[config.mk]
export PLATFORM = sky130hd
export DESIGN_NAME = ocre_div
export DESIGN_NICKNAME = d
export VERILOG_FILES = /design/src/rtl/ocre_pkg.sv /design/src/rtl/ocre_div.sv
export SDC_FILE = /design/constraint.sdc
export NUM_CORES = 2
export LEC_CHECK = 0
export CAP_MARGIN = 40
export CORE_ASPECT_RATIO = 0.6
export CORE_MARGIN = 3
export CORE_UTILIZATION = 60
export DETAILED_ROUTE_END_ITERATION = 12
export DONT_BUFFER_PORTS = 1
export PLACE_DENSITY = 0.76
export SYNTH_ARGS = -nofsm -noshare
export SYNTH_HDL_FRONTEND = slang
export SYNTH_SLANG_ARGS = --single-unit
[constraint.sdc]
create_clock -name clk_i -period 4.8 [get_ports clk_i]
set_input_delay 0.48 -clock clk_i [delete_from_list [all_inputs] [get_ports clk_i]]
set_output_delay 0.48 -clock clk_i [all_outputs]
set_load 0.03 [all_outputs]
[src/rtl/ocre_pkg.sv]
// ---------------------------------------------------------------------------
// ocre_pkg
// Shared widths, constants and helpers of the rate evaluator.
// ---------------------------------------------------------------------------
`default_nettype none
package ocre_pkg;

  localparam int unsigned FracBits   = 16;
  localparam int unsigned LvlW       = 24;
  localparam int unsigned QuotW      = FracBits + 1;
  localparam int unsigned DivSteps   = QuotW;
  localparam int unsigned RateW      = 32;
  localparam int unsigned SumW       = 37;
  localparam int unsigned InDataW    = 104;
  localparam int unsigned OutDataW   = 104;
  localparam int unsigned CfgIdxW    = 3;

  localparam logic [LvlW-1:0] P53Production = 24'd65536;
  localparam logic [LvlW-1:0] VegfSelfHalf  = 24'd65536;
  localparam logic [LvlW:0]   PhaseOne      = 25'd65536;

  typedef enum logic [CfgIdxW-1:0] {
    CFG_CYCLE_GAIN   = 3'd0,
    CFG_PHASE_HALF   = 3'd1,
    CFG_P53_DEG      = 3'd2,
    CFG_P53_HALF     = 3'd3,
    CFG_VEGF_PROD    = 3'd4,
    CFG_VEGF_P53     = 3'd5,
    CFG_VEGF_DEG     = 3'd6,
    CFG_VEGF_HALF    = 3'd7
  } cfg_idx_e;

  function automatic logic [RateW-1:0] sat32(input logic signed [SumW-1:0] v);
    logic signed [SumW-1:0] hi;
    logic signed [SumW-1:0] lo;
    hi = SumW'(signed'(33'sh7FFF_FFFF));
    lo = -SumW'(signed'(33'sh8000_0000));
    if (v > hi) begin
      sat32 = 32'h7FFF_FFFF;
    end else if (v < lo) begin
      sat32 = 32'h8000_0000;
    end else begin
      sat32 = v[RateW-1:0];
    end
  endfunction

endpackage
`default_nettype wire

[src/rtl/ocre_div.sv]
// ---------------------------------------------------------------------------
// ocre_div
// Pipelined restoring divider for x*2^F / (x + half), one quotient bit/stage.
// ---------------------------------------------------------------------------
`default_nettype none
module ocre_div import ocre_pkg::*; (
  input  wire logic             clk_i,
  input  wire logic             en_i,
  input  wire logic [LvlW-1:0]  x_i,
  input  wire logic [LvlW-1:0]  half_i,
  output logic      [QuotW-1:0] quot_o
);

  // entry stage plus one stage per quotient bit
  logic [LvlW:0]    rem_q  [0:DivSteps];
  logic [LvlW:0]    den_q  [0:DivSteps];
  logic [QuotW-1:0] quo_q  [0:DivSteps];
  logic             lsb_q  [0:DivSteps];
  logic             zero_q [0:DivSteps];

  logic [LvlW:0] den_d;
  assign den_d = {1'b0, x_i} + {1'b0, half_i};

  always_ff @(posedge clk_i) begin
    if (en_i) begin
      rem_q[0]  <= {2'b00, x_i[LvlW-1:1]};
      den_q[0]  <= den_d;
      quo_q[0]  <= '0;
      lsb_q[0]  <= x_i[0];
      zero_q[0] <= (den_d == '0);
    end
  end

  for (genvar k = 0; k < DivSteps; k++) begin : g_step
    logic [LvlW+1:0] shl;
    logic [LvlW+2:0] diff;
    logic            bit_in;
    assign bit_in = (k == 0) ? lsb_q[k] : 1'b0;
    assign shl    = {rem_q[k], bit_in};
    assign diff   = {1'b0, shl} - {2'b00, den_q[k]};
    always_ff @(posedge clk_i) begin
      if (en_i) begin
        rem_q[k+1]  <= diff[LvlW+2] ? shl[LvlW:0] : diff[LvlW:0];
        den_q[k+1]  <= den_q[k];
        quo_q[k+1]  <= {quo_q[k][QuotW-2:0], ~diff[LvlW+2]};
        lsb_q[k+1]  <= lsb_q[k];
        zero_q[k+1] <= zero_q[k];
      end
    end
  end

  assign quot_o = zero_q[DivSteps] ? '0 : quo_q[DivSteps];

endmodule
`default_nettype wire

Word level (Yosys, flattened, before mapping)
Memory sizes are Yosys's and may differ from the RTL's.
Cells that the tools add are included.
- flip-flop bits (word level): 0
- RAM bits: 1242
- bits of input ports: 50
- word-level logic and storage cells: 61
- memories kept: 5
- add/subtract/negate cells: 18
- mux-type cells: 20
- bitwise logic cells: 17
- reductions and logical operators: 1
- memories (memory ; words ; bits a word ; read ports ; clocked after Yosys merged registers in ; wr ports ; RTL line ; source):
    den_q ; 18 ; 25 ; 17 ; 0 ; 18 ; ocre_div.sv:16 ; logic [LvlW:0] den_q [0:DivSteps];
    rem_q ; 18 ; 25 ; 17 ; 0 ; 18 ; ocre_div.sv:15 ; logic [LvlW:0] rem_q [0:DivSteps];
    quo_q ; 18 ; 17 ; 18 ; 0 ; 18 ; ocre_div.sv:17 ; logic [QuotW-1:0] quo_q [0:DivSteps];
    lsb_q ; 18 ; 1 ; 17 ; 0 ; 18 ; ocre_div.sv:18 ; logic lsb_q [0:DivSteps];
    zero_q ; 18 ; 1 ; 18 ; 0 ; 18 ; ocre_div.sv:19 ; logic zero_q [0:DivSteps];
- operators by type and width (kind ; count):
    $sub A26 B25 Y27 ; 17
    $mux W25 ; 17
    $add A24 B24 Y25 ; 1
    $logic_not A25 Y1 ; 1
    $mux W17 ; 1
    $not A1 Y1 ; 17
    $mux W1 ; 2

Depth between registers and ports, before layout
An unclocked memory read counts as a cell.
- depth after elaboration: 3
- gate-level depth with buffers: 15
- depth with buffers taken out: 13

Least setup slack after synthesis
Ideal clock, no wire load.
- path kind: flip-flop to flip-flop
- start: memory den_q[0][0] (netlist name)
- end: memory rem_q[1][20] (netlist name) (data pin)
- data arrival time: 3.238 ns
- slack: 1.302 ns
- cell stages (with the launch flop): 14
- path buffers: 1
- cells stage by stage: edfxtp_1 > ha_1 > fa_1 > nor2b_1 > o31ai_1 > nor4b_1 > o21ai_0 > a31o_2 > nand2_1 > o31a_1 > a2111o_1 > nand2_1 > buf_2 > mux2_2
- RTL lines (what ; RTL line):
    from (decl) ; ocre_div.sv:16
    to (decl) ; ocre_div.sv:15

==> impl_results.html <==
<table>
<tr><th>Metric</th><th>Value</th></tr>
<tr><th colspan="2">Critical path</th></tr>
<tr><td>Number of buffers and inverters on the critical path</td><td>1</td></tr>
<tr><td>Slowest-stage cell, CP</td><td>a211oi_4</td></tr>
<tr><td>Cell occurring most often along the worst timing path</td><td>o31a_1</td></tr>
<tr><td>Type of element capturing the critical path</td><td>flip-flop</td></tr>
<tr><td>Cells on worst reg2reg path</td><td>11</td></tr>
<tr><td>Setup crit start kind</td><td>flip-flop</td></tr>
<tr><td>Crit path largest cell delay</td><td>roughly 830 ps</td></tr>
<tr><td>Cell family with the largest share of critical-path delay</td><td>compound AO/OA/AOI/OAI gates</td></tr>
<tr><td>Worst path depth</td><td>11</td></tr>
<tr><td>Cell-by-cell trace of the critical path</td><td>ha_1 &gt; nor2b_1 &gt; o31a_1 &gt; o21bai_1 &gt; a21oi_1 &gt; nor4_1 &gt; o31a_1 &gt; o21ai_1 &gt; a211oi_4 &gt; buf_4 &gt; o21ai_0</td></tr>
<tr><td>Critical path type</td><td>flip-flop to flip-flop</td></tr>
<tr><td>Crit-path max FO</td><td>12</td></tr>
<tr><td>Endpoint arrival time on the critical path</td><td>between 4000 and 5000 ps</td></tr>
<tr><td>Data required time of the worst path</td><td>around 5200 ps</td></tr>
<tr><th colspan="2">Placed design</th></tr>
<tr><td>Final estimated routing congestion in global placement</td><td>0.924</td></tr>
<tr><td>Cell count after placement</td><td>6,111</td></tr>
<tr><td>Half-perimeter wire length after placement</td><td>about 89,000 um</td></tr>
<tr><td>Buffers added on ports</td><td>0</td></tr>
<tr><th colspan="2">Timing</th></tr>
<tr><td>Total negative slack</td><td>0 ps</td></tr>
<tr><td>Final Hold Slack</td><td>a little over 200 ps</td></tr>
<tr><td>Transition time of the tightest slew-check pin</td><td>between 1000 and 1500 ps</td></tr>
<tr><td>Clock Skew</td><td>between 40 and 50 ps</td></tr>
<tr><td>Time the worst path needs with I/O delays and setup</td><td>4370 ps</td></tr>
<tr><td>RSZ-0062 raised after global routing</td><td>no</td></tr>
<tr><td>Fmax achieved</td><td>between 200 and 250 MHz</td></tr>
<tr><td>Share of the clock period used by the worst path</td><td>91.0%</td></tr>
<tr><td>Final Hold Vio Count</td><td>0</td></tr>
<tr><td>Final-report max-slew violation count</td><td>0</td></tr>
<tr><td>Max transition margin</td><td>less than 1%</td></tr>
<tr><td>Setup Viol. Count Final</td><td>0</td></tr>
<tr><th colspan="2">Final layout</th></tr>
<tr><td>Count of placed standard cells in the final layout, fillers left out</td><td>between 6,000 and 7,000</td></tr>
<tr><td>Layout cell share with drive strength beyond 1</td><td>roughly 7.3%</td></tr>
<tr><td>Top library cells by usage in the layout, fill and taps aside</td><td>1,020 x edfxtp_1, 517 x inv_1, 432 x ha_1</td></tr>
<tr><td>Antenna diode instance count</td><td>0</td></tr>
<tr><td>Growth of design area from synthesis to finish</td><td>8.90%</td></tr>
<tr><td>Fillers</td><td>6,829</td></tr>
<tr><td>Final net count</td><td>between 5,000 and 6,000</td></tr>
<tr><td>Commonest non-fill, non-tap cell in the layout</td><td>edfxtp_1</td></tr>
<tr><th colspan="2">Logic synthesis</th></tr>
<tr><td>Total of flip-flops plus latches after synthesis</td><td>slightly above 1,000</td></tr>
<tr><td>Register area share after synthesis</td><td>about 54%</td></tr>
<tr><td>Number of library cell types mapped by synthesis</td><td>90</td></tr>
<tr><td>Largest cells by area after synthesis</td><td>edfxtp_1 54%, ha_1 9.6%, a21oi_1 3.5%, inv_1 3.4%, xnor2_1 2.8%</td></tr>
<tr><td>Cells after synthesis</td><td>just under 5,000</td></tr>
<tr><td>Net count of the mapped netlist</td><td>5,424</td></tr>
<tr><td>Post-Syn Area</td><td>56,400 um^2</td></tr>
<tr><td>Area share of the leading cell type in the synthesized netlist</td><td>approximately 54%</td></tr>
<tr><td>Count of flip-flops with a built-in enable after synthesis</td><td>approximately 1,000</td></tr>
<tr><td>Leading register cell type out of synthesis</td><td>edfxtp_1</td></tr>
<tr><td>Asr flop ratio synth</td><td>0%</td></tr>
<tr><td>Synth Area per Inst</td><td>11.5 um^2</td></tr>
<tr><td>Ys Warns</td><td>0</td></tr>
<tr><td>Library cell with the largest summed area after synthesis</td><td>edfxtp_1</td></tr>
<tr><th colspan="2">Power</th></tr>
<tr><td>Design Power</td><td>between 40,000 and 50,000 uW</td></tr>
<tr><td>Maximum VDD drop</td><td>between 0.3 and 0.4 mV</td></tr>
<tr><td>Pwr Density</td><td>667 nW/um^2</td></tr>
<tr><td>Pleak</td><td>~0.025 uW</td></tr>
<tr><th colspan="2">Route</th></tr>
<tr><td>Final antenna-violating net count</td><td>0</td></tr>
<tr><td>Average via count per standard cell</td><td>6.05</td></tr>
<tr><td>Total via count after detailed routing</td><td>approximately 38,000</td></tr>
<tr><td>DR WL/cell</td><td>between 15 and 20 um</td></tr>
<tr><td>Count of routing violations after the opening detailed-route iteration</td><td>between 4,000 and 5,000</td></tr>
<tr><td>Wire length reported by the detailed router</td><td>124,000 um</td></tr>
<tr><td>Number of detailed-route iterations in the first pass</td><td>6</td></tr>
<tr><td>DRC violation count after routing</td><td>0</td></tr>
<tr><th colspan="2">Run</th></tr>
<tr><td>Total of max-cap violations</td><td>0</td></tr>
<tr><th colspan="2">Floorplanning</th></tr>
<tr><td>Initial Util</td><td>about three fifths</td></tr>
<tr><td>Chip height</td><td>approximately 240 um</td></tr>
<tr><td>Die width</td><td>approximately 400 um</td></tr>
<tr><td>Number of cell rows</td><td>86</td></tr>
<tr><td>Number of top-level pins</td><td>67</td></tr>
<tr><td>Die ar.</td><td>about 98,000 um^2</td></tr>
<tr><td>Core region area</td><td>roughly 93,000 um^2</td></tr>
<tr><th colspan="2">Global routing</th></tr>
<tr><td>Global-route wire length before repair</td><td>between 150,000 and 200,000 um</td></tr>
<tr><td>Total routing resource utilization after global routing</td><td>roughly 25%</td></tr>
<tr><td>Pin count of the biggest net entering global routing</td><td>281</td></tr>
<tr><td>Number of antenna violations at the first check in global routing</td><td>0</td></tr>
<tr><td>Via count of the first global-routing pass</td><td>approximately 36,000</td></tr>
<tr><td>Overflow after GRT</td><td>0</td></tr>
<tr><th colspan="2">CTS</th></tr>
<tr><td>TritonCTS clock tree</td><td>built</td></tr>
<tr><td>Clock transition time at the flip-flop clock pins of the worst setup and hold paths</td><td>about 70 ps</td></tr>
<tr><td>Buffer count from post-CTS setup fixing</td><td>0</td></tr>
<tr><td>Inserted Clock Buffers</td><td>94</td></tr>
<tr><td>Clock tree buffer depth</td><td>3</td></tr>
<tr><td>CTS H-Tree Depth</td><td>3</td></tr>
<tr><td>Clock sink total</td><td>1,020</td></tr>
<tr><td>Master cell of the clock root buffer</td><td>clkbuf_16</td></tr>
<tr><td>Number of cells upsized or downsized after cts</td><td>0</td></tr>
<tr><td>Number of hold buffers added after cts</td><td>26</td></tr>
<tr><td>Latest clock arrival within the worst-skew pair</td><td>~700 ps</td></tr>
<tr><th colspan="2">Worst hold path</th></tr>
<tr><td>Worst Hold Path Cells</td><td>3</td></tr>
<tr><td>Path category of the worst min-delay check</td><td>primary input to flip-flop</td></tr>
<tr><th colspan="2">Outcome</th></tr>
<tr><td>Result of the run</td><td>completed</td></tr>
</table>
## routing by layer
layer / vias up / part of all wire (%) / GRT usage, %
li1: 18200 / - / -
met1: 18300 / 51 / 43.6
met2: 1519 / 36 / 30.6
met3: 113 / 11 / 7.34
met4: 0 / 1.1 / 3.56
met5: - / 0 / 0
## cell usage after synthesis, types with 8 or more instances
cell	instances
o21ai_2	22
a21o_1	169
or3_1	24
o21ai_0	312
a2111oi_0	10
nor4_1	13
o21a_1	68
mux2i_1	11
clkbuf_1	68
xor2_1	136
mux2_2	129
nand4_1	34
nor3_1	67
inv_1	517
nor2b_1	90
and4_1	9
a21boi_0	13
xnor2_1	183
ha_1	432
nand3_1	67
buf_2	11
nor2_1	297
o2111ai_1	14
or2_2	12
a31oi_1	35
and3_1	37
o21bai_1	36
a21oi_1	399
nand2b_1	68
o211ai_1	23
a211oi_1	27
o31ai_1	38
a31o_2	8
nand2_1	328
edfxtp_1	1020
and2_1	18
o31a_1	25
a211o_1	13
fa_1	17
## final cells by class
type                    count  area, um^2  area share, %
clock buffers             110        2410           3.93
multi-input cells        3294       23500           38.2
inverters                 518        1940           3.16
well taps                1232        1540           2.51
repair buffers             74         763           1.24
flip-flops and latches   1020       30600           49.9
clock inverters            61         661           1.08
## tightest hold or removal path, delay by kind of cell
kind	cells	cell delay, ps
buf+inv	2	110
fa+ha+maj	1	160
## flip-flops by register name, summed over array words and instances, names as in the netlist
register and cells:
quo_q 153, lsb_q 1, zero_q 18, rem_q 423, den_q 425
## where the power goes
group | total (uW) | internal, uW | switching [uW]
Clock | 7650 | 4220 | 3430
Sequential | 14500 | 13200 | 1300
Combinational | 18800 | 7940 | 10900
Total | 41000 | 25400 | 15600
## path summary, 6_finish.rpt
check	from	to	slack, ps
setup reg to reg	rem_q[14][1]	rem_q[15][1]	430
setup / recovery	rem_q[14][1]	rem_q[15][1]	430
hold / removal	half_i[1]	den_q[0][1]	210
hold reg to reg	quo_q[13][10]	quo_q[14][11]	410
## stage by stage
step,instance area (um^2),setup slack (ps),util (%)
floorplan,56400,1300,-
global placement,58100,756,62.7
detailed placement,58100,678,62.8
CTS,61400,623,66.4
global route,61400,304,66.4
finish,61400,430,66.4
## logic make-up (layout without fill, tap and decap cells)
kind of cell    after synthesis  after routing  share of synthesized area, %
compound gates             1289           1289                          14.4
simple gates               1095           1095                          9.25
flops                      1020           1020                          54.3
buf+inv                     611            763                          4.17
fa+ha+maj                   449            449                          10.2
xor+xnor                    319            319                          4.95
mux                         141            141                          2.79
other cells                   1              1                       0.00665
Note: power is estimated with default switching activity, not from simulation.
